$ cat src/hw/rtl/rcps_pkg.sv
// ----------------------------------------------------------------------------
// rcps_pkg: shared types and constants
// Word formats, result codes and sizes used by the residue class statistics
// block and its submodules.
// ----------------------------------------------------------------------------
package rcps_pkg;

  localparam int unsigned DEF_MAX_MODULUS = 1024;

  localparam int unsigned VALUE_W   = 64;
  localparam int unsigned MOD_W     = 11;
  localparam int unsigned CLASS_W   = 10;
  localparam int unsigned COUNT_W   = 48;
  localparam int unsigned STATUS_W  = 2;
  localparam int unsigned CFG_IDX_W = 2;
  localparam int unsigned DIV_CNT_W = $clog2(VALUE_W);

  // command queue between front and back
  localparam int unsigned CMD_DEPTH = 2;
  localparam int unsigned CMD_PTR_W = $clog2(CMD_DEPTH);
  localparam int unsigned CMD_CNT_W = $clog2(CMD_DEPTH + 1);

  // input opcodes
  localparam logic OP_ACCUMULATE = 1'b0;
  localparam logic OP_READ       = 1'b1;

  typedef enum logic [CFG_IDX_W-1:0] {
    REG_MODULUS     = 2'd0,
    REG_VALUE_LIMIT = 2'd1
  } reg_idx_e;

  typedef enum logic [STATUS_W-1:0] {
    STATUS_OK    = 2'd0,
    STATUS_LIMIT = 2'd1,
    STATUS_RANGE = 2'd2
  } status_e;

  typedef enum logic [1:0] {
    KIND_ACC       = 2'd0,
    KIND_READ      = 2'd1,
    KIND_REJ_LIMIT = 2'd2,
    KIND_REJ_RANGE = 2'd3
  } kind_e;

  typedef struct packed {
    kind_e              kind;
    logic [VALUE_W-1:0] value;
    logic [CLASS_W-1:0] cls;
    logic [MOD_W-1:0]   modulus;
  } cmd_t;

  typedef struct packed {
    status_e            status;
    logic [CLASS_W-1:0] residue;
    logic [COUNT_W-1:0] hit_count;
    logic [VALUE_W-1:0] first_value;
    logic [VALUE_W-1:0] max_gap;
  } result_t;

endpackage

$ cat src/hw/rtl/rcps_front.sv
// ----------------------------------------------------------------------------
// rcps_front: input classification
// Resolves the effective modulus, checks the value limit and the class range
// and turns each accepted input word into a command for the back end.
// ----------------------------------------------------------------------------
module rcps_front #(
  parameter int unsigned MAX_MODULUS = rcps_pkg::DEF_MAX_MODULUS
) (
  input  logic                          opcode_i,
  input  logic [rcps_pkg::VALUE_W-1:0]  value_i,
  input  logic [rcps_pkg::CLASS_W-1:0]  class_index_i,
  input  logic [rcps_pkg::MOD_W-1:0]    modulus_i,
  input  logic [rcps_pkg::VALUE_W-1:0]  value_limit_i,
  output rcps_pkg::cmd_t                cmd_o
);

  logic [rcps_pkg::MOD_W-1:0] eff_mod;

  // zero acts as one, anything past the table depth is clamped
  always_comb begin
    if (modulus_i == '0) begin
      eff_mod = rcps_pkg::MOD_W'(1);
    end else if (32'(modulus_i) > MAX_MODULUS) begin
      eff_mod = rcps_pkg::MOD_W'(MAX_MODULUS);
    end else begin
      eff_mod = modulus_i;
    end
  end

  always_comb begin
    cmd_o.value   = value_i;
    cmd_o.cls     = class_index_i;
    cmd_o.modulus = eff_mod;
    if (opcode_i == rcps_pkg::OP_ACCUMULATE) begin
      cmd_o.kind = (value_i >= value_limit_i) ? rcps_pkg::KIND_REJ_LIMIT
                                              : rcps_pkg::KIND_ACC;
    end else begin
      cmd_o.kind = ({1'b0, class_index_i} >= eff_mod) ? rcps_pkg::KIND_REJ_RANGE
                                                      : rcps_pkg::KIND_READ;
    end
  end

endmodule

$ cat config.mk
export PLATFORM = sky130hd
export DESIGN_NAME = rcps_front
export DESIGN_NICKNAME = d
export VERILOG_FILES = /design/src/hw/rtl/rcps_pkg.sv /design/src/hw/rtl/rcps_front.sv
export SDC_FILE = /design/constraint.sdc
export NUM_CORES = 1
export LEC_CHECK = 0
export ABC_CLOCK_PERIOD_IN_PS = 1600
export BUFFER_PORTS_ARGS = -buffer_cell sky130_fd_sc_hd__buf_4
export CORE_UTILIZATION = 32
export DETAILED_ROUTE_END_ITERATION = 8
export PLACE_DENSITY_LB_ADDON = 0.2
export SYNTH_ARGS = -nofsm -noshare
export SYNTH_HDL_FRONTEND = slang
export SYNTH_SLANG_ARGS = --single-unit
$ cat constraint.sdc
create_clock -name vclk -period 1.6
set_input_delay 0.08 -clock vclk [all_inputs]
set_output_delay 0.08 -clock vclk [all_outputs]
set_load 0.02 [all_outputs]
==> qor.txt <==
status - complete, but fails checks
failing checks - setup timing
DRT antenna net count - 0
row count - 32
# hold bufs at CTS - 0
Startpoint Class - input port
1st-iter DRT viols - 32
Slowest-stage cell, CP - nor4_4
maximum VDD drop - 0.000138 V
synth warn - 0
hpwl dp - 7420 um
Distinct cells, synth - 38
clock buffers - 0
post-synthesis sequential area ratio - 0%
Tcrit/Tclk final - 136%
Via density - 4.47
Required @ worst endpoint - 1.52 ns
Crit Path Max Fanout - 2
most common cell after layout, fill and taps aside - buf_4
GRT Overall Usage - 17.6%
routed via count - 2924
MaxCap Viol Count - 0
Pleak - 2.62 nW
Post-Layout Cell Count - 654
HP Start - value_i[27]
area delta synth->final - 67.8%
dpl cell area - 4230 um2
syn avg cell area - 7.30 um2
I/O pin count - 237
Cells after Synth - 350
Max-slew headroom - 70.6%
Reg area - 0 um2
IO Port Bufs - 237
top-area cell type share of the netlist area - 36.2%
Slew Limit Fails - 0
Netlist Area Pre-Place - 2550 um2
initial antenna violation count - 0
pre-CTS WS - -0.509 ns
cell breakdown of the critical path - buf_8 -> nor4_4 -> a31oi_2 -> nor2_2 -> ha_1 -> nand2b_4 -> a21o_1 -> a21o_1 -> a21o_2 -> a211oi_2 -> a211oi_2 -> buf_4
Initial Util - 33.1%
routability congestion estimate - 0.766
Buf/Inv on CP - 2
Core Box Area - 7730 um2
number of flip-flops and latches - 0
commonest non-fill, non-tap cells in the layout - buf_4, inv_1, ha_1
fin crit period - 2.17 ns
DR DRC count - 0
Pre-antenna DRT Iters - 4
Finished Cell Area - 4290 um2
critical path class - input port to output pin
largest net degree at the start of global routing - 9
Die W - 91.4 um
# fillers - 737
die area - 8350 um2
Worst Hold Class - input port to output pin
worst hold path depth - 2
ratio of cells with drive above 1 in the final layout - 54.2%
Final setup viols - 1
critical path arrival - 2.09 ns
first-pass GRT wire length - 12300 um
Mapped Nets - 574
CP Capture Type - output pin
GR Overflow Total - 0
cell taking the most area after synthesis - ha_1
fmax - 461 MHz
Power Density - 280 nW/um2
CP delay by family, top - compound AO/OA/AOI/OAI gates
unrepaired setup endpoints after global routing - yes
setup ws final - -0.571 ns
dpl cells - 652
final hold violations - 0
Die H - 91.4 um
number of diodes - 0
Worst path max stage delay - 0.31 ns
Tightest Pin Transition - 0.430 ns
nets - 778
Hold Path Sink - cmd_o[48]
DR WL/cell - 11.9 um
Routed WL - 7780 um
synth top area cells - ha_1, buf_4, inv_1, a21oi_1, a21o_1
number of global-route vias before repair - 2902
==> cells in the mapped netlist (2+ instances only) <==
cell / n
a221oi_1: 2
nand2_1: 14
nor2_1: 7
buf_4: 75
and4_2: 2
o21ai_0: 7
nand3_1: 7
nand4_1: 7
nand4_2: 3
ha_1: 74
nor3_1: 3
nand2b_1: 10
a211oi_1: 5
a21o_1: 9
nor4_1: 2
nor3_2: 2
inv_1: 76
a21oi_1: 25
==> power breakdown <==
group | internal (mW) | switching [mW] | total (mW)
Combinational | 0.659 | 0.542 | 1.20
Sequential | 0 | 0 | 0
Clock | 0 | 0 | 0
Total | 0.659 | 0.542 | 1.20
==> per-layer routing <==
metal  part of all wire, %  vias up  track usage (%)  wire (um)
met5                     0        -                0          0
met2                    56      129             37.8       4390
met4                  0.71        0             1.19         55
met1                    36     1274             18.5       2780
li1                      -     1515                -          -
met3                   7.1        6             2.18        556
==> layout make-up <==
class	count	area (um2)	area share (%)
multi-input combinational	197	1760	41.1
timing repair buffer	279	2110	49.3
inverter	76	285	6.66
tap	102	128	2.98
==> worst max path at each step <==
stage / from / endpoint / slack [ns] / depth (start not counted)
6_report: modulus_i[8] / cmd_o[86] / -0.57 / 12
5_1_grt: modulus_i[8] / cmd_o[86] / -0.68 / 12
4_1_cts: modulus_i[8] / cmd_o[86] / -0.45 / 12
3_5_place_dp: modulus_i[8] / cmd_o[86] / -0.51 / 12
3_3_place_gp: value_i[0] / cmd_o[86] / -0.48 / 9
2_1_floorplan: modulus_i[0] / cmd_o[86] / -0.33 / 10
==> cells by family (layout without fill, tap and decap cells) <==
| group | count (synthesis) | count (layout) | synth area share, % |
|---|---|---|---|
| adder cells (fa/ha/maj) | 74 | 74 | 36.2 |
| AO/OA/AOI/OAI | 60 | 60 | 15.1 |
| AND/OR/NAND/NOR | 63 | 63 | 15.2 |
| buffers and inverters | 153 | 355 | 33.5 |
==> repair_timing <==
item	4_1_cts	5_1_grt
pin swaps	2	6
resized for setup	5	4
setup buffers	1	1
endpoints found under the setup margin	1	1
==> stage by stage <==
step           TNS [ns]  hold slack [ns]  util (%)  total power, mW
6_report         -0.571            0.369      55.5             1.20
5_1_grt          -0.684            0.375      55.5             1.33
4_1_cts          -0.454            0.370      55.1             1.21
3_3_place_gp     -0.475            0.370      54.7             1.17
2_1_floorplan    -0.327            0.273         -            0.648
3_5_place_dp     -0.509            0.370      54.7             1.20
(Power assumes the default switching activity.)
