$ cat src/hw/rtl/rcps_pkg.sv
// ----------------------------------------------------------------------------
// rcps_pkg: shared types and constants
// Word formats, result codes and sizes used by the residue class statistics
// block and its submodules.
// ----------------------------------------------------------------------------
package rcps_pkg;

  localparam int unsigned DEF_MAX_MODULUS = 1024;

  localparam int unsigned VALUE_W   = 64;
  localparam int unsigned MOD_W     = 11;
  localparam int unsigned CLASS_W   = 10;
  localparam int unsigned COUNT_W   = 48;
  localparam int unsigned STATUS_W  = 2;
  localparam int unsigned CFG_IDX_W = 2;
  localparam int unsigned DIV_CNT_W = $clog2(VALUE_W);

  // command queue between front and back
  localparam int unsigned CMD_DEPTH = 2;
  localparam int unsigned CMD_PTR_W = $clog2(CMD_DEPTH);
  localparam int unsigned CMD_CNT_W = $clog2(CMD_DEPTH + 1);

  // input opcodes
  localparam logic OP_ACCUMULATE = 1'b0;
  localparam logic OP_READ       = 1'b1;

  typedef enum logic [CFG_IDX_W-1:0] {
    REG_MODULUS     = 2'd0,
    REG_VALUE_LIMIT = 2'd1
  } reg_idx_e;

  typedef enum logic [STATUS_W-1:0] {
    STATUS_OK    = 2'd0,
    STATUS_LIMIT = 2'd1,
    STATUS_RANGE = 2'd2
  } status_e;

  typedef enum logic [1:0] {
    KIND_ACC       = 2'd0,
    KIND_READ      = 2'd1,
    KIND_REJ_LIMIT = 2'd2,
    KIND_REJ_RANGE = 2'd3
  } kind_e;

  typedef struct packed {
    kind_e              kind;
    logic [VALUE_W-1:0] value;
    logic [CLASS_W-1:0] cls;
    logic [MOD_W-1:0]   modulus;
  } cmd_t;

  typedef struct packed {
    status_e            status;
    logic [CLASS_W-1:0] residue;
    logic [COUNT_W-1:0] hit_count;
    logic [VALUE_W-1:0] first_value;
    logic [VALUE_W-1:0] max_gap;
  } result_t;

endpackage

$ cat src/hw/rtl/rcps_cmd_fifo.sv
// ----------------------------------------------------------------------------
// rcps_cmd_fifo: command queue
// Short queue of classified commands that decouples the front from the back.
// ----------------------------------------------------------------------------
module rcps_cmd_fifo (
  input  logic           clk_i,
  input  logic           rst_ni,
  input  logic           push_i,
  input  rcps_pkg::cmd_t wdata_i,
  input  logic           pop_i,
  output rcps_pkg::cmd_t rdata_o,
  output logic           full_o,
  output logic           empty_o
);

  rcps_pkg::cmd_t                     mem_q [rcps_pkg::CMD_DEPTH];
  logic [rcps_pkg::CMD_PTR_W-1:0]     wr_ptr_q, wr_ptr_d;
  logic [rcps_pkg::CMD_PTR_W-1:0]     rd_ptr_q, rd_ptr_d;
  logic [rcps_pkg::CMD_CNT_W-1:0]     cnt_q, cnt_d;
  logic                               do_push, do_pop;

  assign full_o  = (cnt_q == rcps_pkg::CMD_CNT_W'(rcps_pkg::CMD_DEPTH));
  assign empty_o = (cnt_q == '0);
  assign do_push = push_i && !full_o;
  assign do_pop  = pop_i && !empty_o;
  assign rdata_o = mem_q[rd_ptr_q];

  always_comb begin
    wr_ptr_d = wr_ptr_q;
    rd_ptr_d = rd_ptr_q;
    cnt_d    = cnt_q;
    if (do_push) begin
      wr_ptr_d = (wr_ptr_q == rcps_pkg::CMD_PTR_W'(rcps_pkg::CMD_DEPTH - 1)) ? '0
               : wr_ptr_q + 1'b1;
    end
    if (do_pop) begin
      rd_ptr_d = (rd_ptr_q == rcps_pkg::CMD_PTR_W'(rcps_pkg::CMD_DEPTH - 1)) ? '0
               : rd_ptr_q + 1'b1;
    end
    unique case ({do_push, do_pop})
      2'b10:   cnt_d = cnt_q + 1'b1;
      2'b01:   cnt_d = cnt_q - 1'b1;
      default: cnt_d = cnt_q;
    endcase
  end

  always_ff @(posedge clk_i or negedge rst_ni) begin
    if (!rst_ni) begin
      wr_ptr_q <= '0;
      rd_ptr_q <= '0;
      cnt_q    <= '0;
    end else begin
      wr_ptr_q <= wr_ptr_d;
      rd_ptr_q <= rd_ptr_d;
      cnt_q    <= cnt_d;
    end
  end

  always_ff @(posedge clk_i) begin
    if (do_push) begin
      mem_q[wr_ptr_q] <= wdata_i;
    end
  end

endmodule

$ cat config.mk
export PLATFORM = sky130hd
export DESIGN_NAME = rcps_cmd_fifo
export DESIGN_NICKNAME = d
export VERILOG_FILES = /design/src/hw/rtl/rcps_pkg.sv /design/src/hw/rtl/rcps_cmd_fifo.sv
export SDC_FILE = /design/constraint.sdc
export NUM_CORES = 1
export LEC_CHECK = 0
export ABC_AREA = 1
export ABC_CLOCK_PERIOD_IN_PS = 8200
export BUFFER_PORTS_ARGS = -buffer_cell sky130_fd_sc_hd__buf_2
export CORE_ASPECT_RATIO = 0.6
export CORE_MARGIN = 2
export CORE_UTILIZATION = 58
export CTS_BUF_LIST = sky130_fd_sc_hd__clkbuf_2
export CTS_CLUSTER_SIZE = 20
export DETAILED_ROUTE_END_ITERATION = 8
export PLACE_DENSITY_LB_ADDON = 0.25
export SYNTH_ARGS = -nofsm -noshare
export SYNTH_HDL_FRONTEND = slang
export SYNTH_SLANG_ARGS = --single-unit
$ cat constraint.sdc
create_clock -name clk_i -period 8.2 [get_ports clk_i]
set_input_delay 0.41 -clock clk_i [delete_from_list [all_inputs] [get_ports clk_i]]
set_output_delay 0.41 -clock clk_i [all_outputs]
set_load 0.01 [all_outputs]
==> results of run 1 <==
==> timing repair <==
| item | CTS | global route |
|---|---|---|
| endpoints found under the hold margin | 180 | 3 |
| gates resized for setup | 0 | 0 |
| setup buffers | 0 | 0 |
| hold buffers | 91 | 1 |
==> per-layer routing <==
layer	vias to the layer above	global-route usage	share of wire	wire length [um]
met5	-	0	0	0
met4	0	0.0845	0.014	194
met3	25	0.0691	0.070	1000
met2	185	0.410	0.50	7180
met1	2172	0.297	0.41	5950
li1	2183	-	-	-
==> cell usage in the layout (no fill, tap or decap), types with 2 or more instances in the layout <==
cell	n
dlygate4sd3_1	92
inv_8	4
clkinv_4	4
nand2_1	271
inv_1	8
nand3_1	3
buf_2	179
clkinv_2	2
dfrtp_1	3
inv_6	3
buf_4	4
clkbuf_2	17
edfxtp_1	174
==> path summary, 6_finish.rpt <==
path	startpoint	end	slack [ns]	cells after the start
min in group asynchronous	rst_ni	cnt_q[1]$_DFFE_PN0P_	0.61	3
max in group asynchronous	rst_ni	wr_ptr_q$_DFFE_PN0P_	6.93	4
hold reg to reg	wr_ptr_q$_DFFE_PN0P_	wr_ptr_q$_DFFE_PN0P_	0.54	2
setup reg to reg	cnt_q[1]$_DFFE_PN0P_	mem_q[0][57]$_DFFE_PP_	5.94	6
hold / removal	wdata_i[76]	mem_q[0][76]$_DFFE_PP_	0.39	2
setup / recovery	rd_ptr_q$_DFFE_PN0P_	rdata_o[53]	5.41	4
==> power by group <==
group / switching, mW / internal [mW]
Clock: 0.327 / 0.126
Combinational: 0.646 / 0.319
Sequential: 0.0507 / 1.24
Total: 1.02 / 1.68
==> sequential cells by signal, summed over array words and instances, names as in the netlist <==
register  flops
cnt_q         2
wr_ptr_q      1
mem_q       174
rd_ptr_q      1
==> metrics by stage <==
stage | util | hold WS, ns
after floorplan | - | 0.114
after global placement | 0.678 | 0.217
after detailed placement | 0.678 | 0.222
after CTS | 0.782 | 0.00227
after global routing | 0.783 | 0.270
final | 0.783 | 0.389
==> final cells by class <==
| class | instances | area (um^2) |
|---|---|---|
| tap | 144 | 180 |
| multi-input combinational | 280 | 1080 |
| clock inverter | 15 | 165 |
| timing repair buffer | 275 | 1850 |
| clock buffer | 17 | 85.1 |
| fill | 691 | 2420 |
| sequential | 178 | 5330 |
| inverter | 10 | 41.3 |
==> cell families after synthesis <==
| group | after synthesis |
|---|---|
| xor gates and xnor gates | 1 |
| AOI/OAI and AO/OA | 1 |
| buffers and inverters | 29 |
| adders and majority gates | 1 |
| DFF | 178 |
| and+or+nand+nor | 277 |
==> metrics.md, run 1 <==
| Metric | Value |
|---|---|
| First-pass GRT wire length | 21.8 mm |
| Worst Path Arrival | 2.38 ns |
| Reg clk slew, reported paths | 0.28 ns |
| Root buf cell | clkbuf_2 |
| Post-DRT Antenna Nets | 0 |
| CP Launch Type | flop |
| Largest family of logic cells by synthesized area | simple AND/OR/NAND/NOR gates |
| Clock latency on the worst-skew pair | 0.72 ns |
| Hold crit path type | in -> reg |
| RSZ-0062 raised after global routing | false |
| Final setup viols | 0 |
| Final GP Congestion | 0.791 |
| Top cells by instance count after synthesis | 271 x nand2_1, 174 x edfxtp_1, 12 x buf_2, 9 x inv_1 |
| Core Region | 11,100 um^2 |
| Die height | 86.4 um |
| YS warnings | 0 |
| Post-synth EDFFs | 174 |
| GR Overflow Total | 0 |
| Post-DP HPWL | 8.01 mm |
| Total CTS buffers | 17 |
| # rows | 30 |
| PortBufs | 179 |
| Most frequent cell after synthesis | nand2_1 |
| Setup ws final | 5.41 ns |
| Status | completed |
| Yosys cell types | 14 |
| Setup TNS | 0 ns |
| Dpl cells | 795 |
| Synth Area in Adders | 0.00191 |
| Vias per cell | 4.97 |
| CP required | 7.79 ns |
| Total GRT Usage | 0.239 |
| Worst-path fanout max | 88 |
| Lkg Pwr | 3.81 nW |
| DP Worst Slack | 5.91 ns |
| Wire per inst | 15.6 um |
| Sink Count | 178 |
| Final Cell Area | 8720 um^2 |
| Critical path class | reg -> out |
| Slew headroom | 0.354 |
| # DRC | 0 |
| WP buf/inv | 2 |
| Worst slew pin tran | 0.968 ns |
| Hold Violations, Final | 0 |
| Chip width | 141 um |
| Share of synthesized flip-flops with an asynchronous set or reset | 0.0225 |
| Top post-synthesis cells by area | edfxtp_1 80%, nand2_1 16%, dfrtp_1 1.5% |
| Layout Skew | 0.0420 ns |
| Cell taking the most area after synthesis | edfxtp_1 |
| Initial antenna violation count | 0 |
| # diodes | 0 |
| IO Count | 180 |
| Largest stage delay, worst path | 0.72 ns |
| Synth Register Bits | 178 |
| Simple-Gate Fraction of Synth Area | 0.159 |
| Vias in the first global route | 4,660 |
| Router iterations before antenna repair | 7 |
| Post-Layout Cell Count | 919 |
| Power per cell area | 310 nW/um^2 |
| Post-synthesis compound-gate area fraction | 0.000763 |
| Via count | 4,565 |
| Avg Cell Area, Syn | 13.5 um^2 |
| Worst path most repeated cell | nand2_1 |
| Synth top area share | 0.796 |
| Final worst-path cycle share | 0.340 |
| Max Freq | 358 MHz |
| Area post-placement | 7550 um^2 |
| Nets | 854 |
| CP delay by family, top | buffers and inverters |
| Layout cell share with drive strength beyond 1 | 0.283 |
| Maximum vdd drop | 0.208 mV |
| Layout area overhead | 33.0% |
| Minimum clock period | 2.79 ns |
| Worst path cell trace | buf_4 -> nand2_1 -> nand2_1 -> buf_2 |
| Post-Syn Nets | 579 |
| 1st-iter DRT viols | 220 |
| Nature of the critical path endpoint | output port |
| H-tree Lvls | 4 |
| Starting Density | 0.589 |
| Seq/Total Area, Yosys | 0.812 |
| Number of max-slew violations in the final report | 0 |
| Drt total wl | 14.3 mm |
| TritonCTS clock tree | built |
| Mapped Area | 6560 um^2 |
| Synth Flop Type | edfxtp_1 |
| Power Total | 2.71 mW |
| Clk buf depth | 2 |
| Die area | 12,200 um^2 |
| Synthesized instance count | 487 |
| Post-synthesis xor/xnor area fraction | 0.00133 |
| Max-Cap Viols | 0 |
| Slowest-stage cell, CP | buf_4 |
| Mux contribution to synthesized area | 0 |
| Pin count of the biggest net entering global routing | 89 |
Note: power is estimated with default switching activity, not from simulation.
==> run 2: changes to the inputs <==
- ABC_CLOCK_PERIOD_IN_PS: 8200 -> 2650
- CORE_UTILIZATION: 58 -> 54
- clock period: 8.2 -> 2.65 ns (I/O delays scaled with it)
==> run 2 against run 1 <==
Net effect: die area grew 7.1%; power grew to 3.2 times the previous value; wire length shrank 3.2%; critical path depth rose by 1; highest routed layer unchanged; non-clock buffer count up 1; worst hold slack got worse by 0.25 ns; sequential power rose to 3.1 times the previous value; clock-buffer cell count unchanged; register-to-register slack lost 5.2 ns; global-route usage decreased by 2.1 points; setup slack worse by 5.2 ns.
==> metrics.md, run 2 (synthesized netlist as in run 1, its figures left out) <==
| Metric | Value |
|---|---|
| Minimum clock period | 2.43 ns |
| 1st-iter DRT viols | 288 (+31%) |
| Status | completed |
| Initial antenna violation count | 0 (unchanged) |
| Clk buf depth | 2 (unchanged) |
| Sink Count | 178 (unchanged) |
| GR Overflow Total | 0 (unchanged) |
| Most common cell after layout, fill and taps aside | nand2_1 |
| Total CTS buffers | 17 (unchanged) |
| Fillcell total | 770 (+11%) |
| Hold Violations, Final | 0 (unchanged) |
| Area post-placement | 7620 um^2 (+0.91%) |
| Core Region | 11,900 um^2 (+7.2%) |
| TritonCTS clock tree | built |
| Layout Skew | 0.0310 ns (-0.0111 ns) |
| Worst-path fanout max | 56 (-36%) |
| Power per cell area | 970 nW/um^2 (+210%) |
| Lkg Pwr | 3.84 nW (+0.68%) |
| Nets | 855 (+0.12%) |
| PortBufs | 179 (unchanged) |
| # DRC | 0 (unchanged) |
| First-pass GRT wire length | 21.4 mm (-1.8%) |
| Setup TNS | 0 ns (unchanged) |
| IO Count | 180 (unchanged) |
| Final worst-path cycle share | 0.918 |
| Worst slew pin tran | 0.829 ns (-0.139 ns) |
| H-tree Lvls | 4 (unchanged) |
| Reg2Reg Depth | 6 (unchanged) |
| Post-DP HPWL | 7.85 mm (-1.9%) |
| Post-Layout Cell Count | 941 (+2.4%) |
| Wire per inst | 14.7 um (-5.4%) |
| Reg2reg start | cnt_q[1]$_DFFE_PN0P_ |
| Final setup viols | 0 (unchanged) |
| Slew headroom | 0.447 (+0.0930) |
| Maximum vdd drop | 0.695 mV (+230%) |
| Largest regs | mem_q x174, cnt_q x2 |
| Commonest cells after routing, fill and taps aside | 271 x nand2_1, 179 x buf_2, 174 x edfxtp_1 |
| Max-Cap Viols | 0 (unchanged) |
| Root buf cell | clkbuf_2 |
| Total GRT Usage | 0.218 (-0.0206) |
| Layout cell share with drive strength beyond 1 | 0.282 (-0.000364) |
| Largest register FFs | 174 (unchanged) |
| # diodes | 0 (unchanged) |
| Final Cell Area | 8830 um^2 (+1.2%) |
| Crit path capture | rdata_o[11] |
| CP Launch Point | rd_ptr_q$_DFFE_PN0P_ |
| Dpl cells | 818 (+2.9%) |
| Post-DRT Antenna Nets | 0 (unchanged) |
| Hold crit path type | in -> reg |
| Die height | 89.4 um (+3.5%) |
| Chip width | 146 um (+3.5%) |
| Clock latency on the worst-skew pair | 0.69 ns (-0.03 ns) |
| Number of max-slew violations in the final report | 0 (unchanged) |
| Register bank with the most flops | mem_q |
| Starting Density | 0.549 (-0.0393) |
| CP required | 2.52 ns (-5.27 ns) |
| Post-CTS setup buffers | 0 (unchanged) |
| Die area | 13,100 um^2 (+7.1%) |
| Max Freq | 411 MHz |
| RR Endpoint | mem_q[0][76]$_DFFE_PP_ |
| Vias in the first global route | 4,382 (-6.0%) |
| Pin count of the biggest net entering global routing | 69 (-22%) |
| Critical path class | reg -> out |
| # rows | 31 (+3.3%) |
| Nature of the critical path endpoint | output port |
| Worst Path Arrival | 2.30 ns (-0.08 ns) |
| RSZ-0062 raised after global routing | false |
| Via count | 4,440 (-2.7%) |
| Router iterations before antenna repair | 5 (-2) |
| Layout area overhead | 34.6% |
| Final GP Congestion | 0.775 (-2.1%) |
| Drt total wl | 13.9 mm (-3.2%) |
| R2r setup slk | 0.74 ns (-5.20 ns) |
| Vias per cell | 4.72 (-5.0%) |
| Reg clk slew, reported paths | 0.25 ns (-0.03 ns) |
| CP Launch Type | flop |
-- run 2: through the flow --
step	setup WS (ns)	hold slack, ns	power (mW)	utilization
after CTS	0.0944	0.0688	8.59	0.739
final	0.217	0.139	8.57	0.739
after detailed placement	0.756	-0.0450	6.96	0.638
after floorplan	0.165	-0.163	5.82	-
after global placement	0.798	-0.0530	6.89	0.638
after global routing	0.0106	0.0431	9.11	0.739
-- run 2: repair_timing --
action / in CTS / in global routing
endpoints found under the hold margin: 182 / 0
endpoints found under the setup margin: 14 / 27
gates resized for setup: 1 / 4
hold buffers: 91 / 0
-- run 2: worst max-delay path, cell delays in order (launching register included) --
cell	delay, ns
dfrtp_4	0.66
inv_6	0.26
buf_12	0.29
nand2_1	0.09
nand2_1	0.10
buf_2	0.16
-- run 2: metal layers --
metal	vias to the layer above	track usage	routed length (um)
li1	2191	-	-
met1	2054	0.281	5910
met2	184	0.372	6760
met3	11	0.0633	1090
met4	0	0.0653	108
met5	-	0	0
-- run 2: worst min path at each step --
stage	from	cells past startpoint	slack [ns]	endpoint
final	wdata_i[52]	2	0.14	mem_q[1][52]$_DFFE_PP_
after global routing	wdata_i[63]	2	0.04	mem_q[1][63]$_DFFE_PP_
after CTS	wdata_i[0]	2	0.07	mem_q[1][0]$_DFFE_PP_
after detailed placement	rst_ni	1	-0.04	cnt_q[1]$_DFFE_PN0P_
after global placement	rst_ni	1	-0.05	wr_ptr_q$_DFFE_PN0P_
after floorplan	rst_ni	0	-0.16	cnt_q[0]$_DFFE_PN0P_
-- run 2: area by class of cell --
class                   count  area [um^2]  share of cell area
well taps                 165          206              0.0234
flip-flops and latches    178         5330               0.603
clock buffers              17         85.1             0.00963
inverters                  10         46.3             0.00524
repair buffers            276         1880               0.213
multi-input cells         280         1080               0.122
clock inverters            15          201              0.0228
-- run 2: report_power, final --
group	total [mW]	switching (mW)	internal (mW)	leakage, nW
registers	4.03	0.202	3.83	1.67
logic	2.99	1.95	1.03	2.01
clock network	1.55	0.918	0.630	0.165
total	8.57	3.07	5.49	3.84
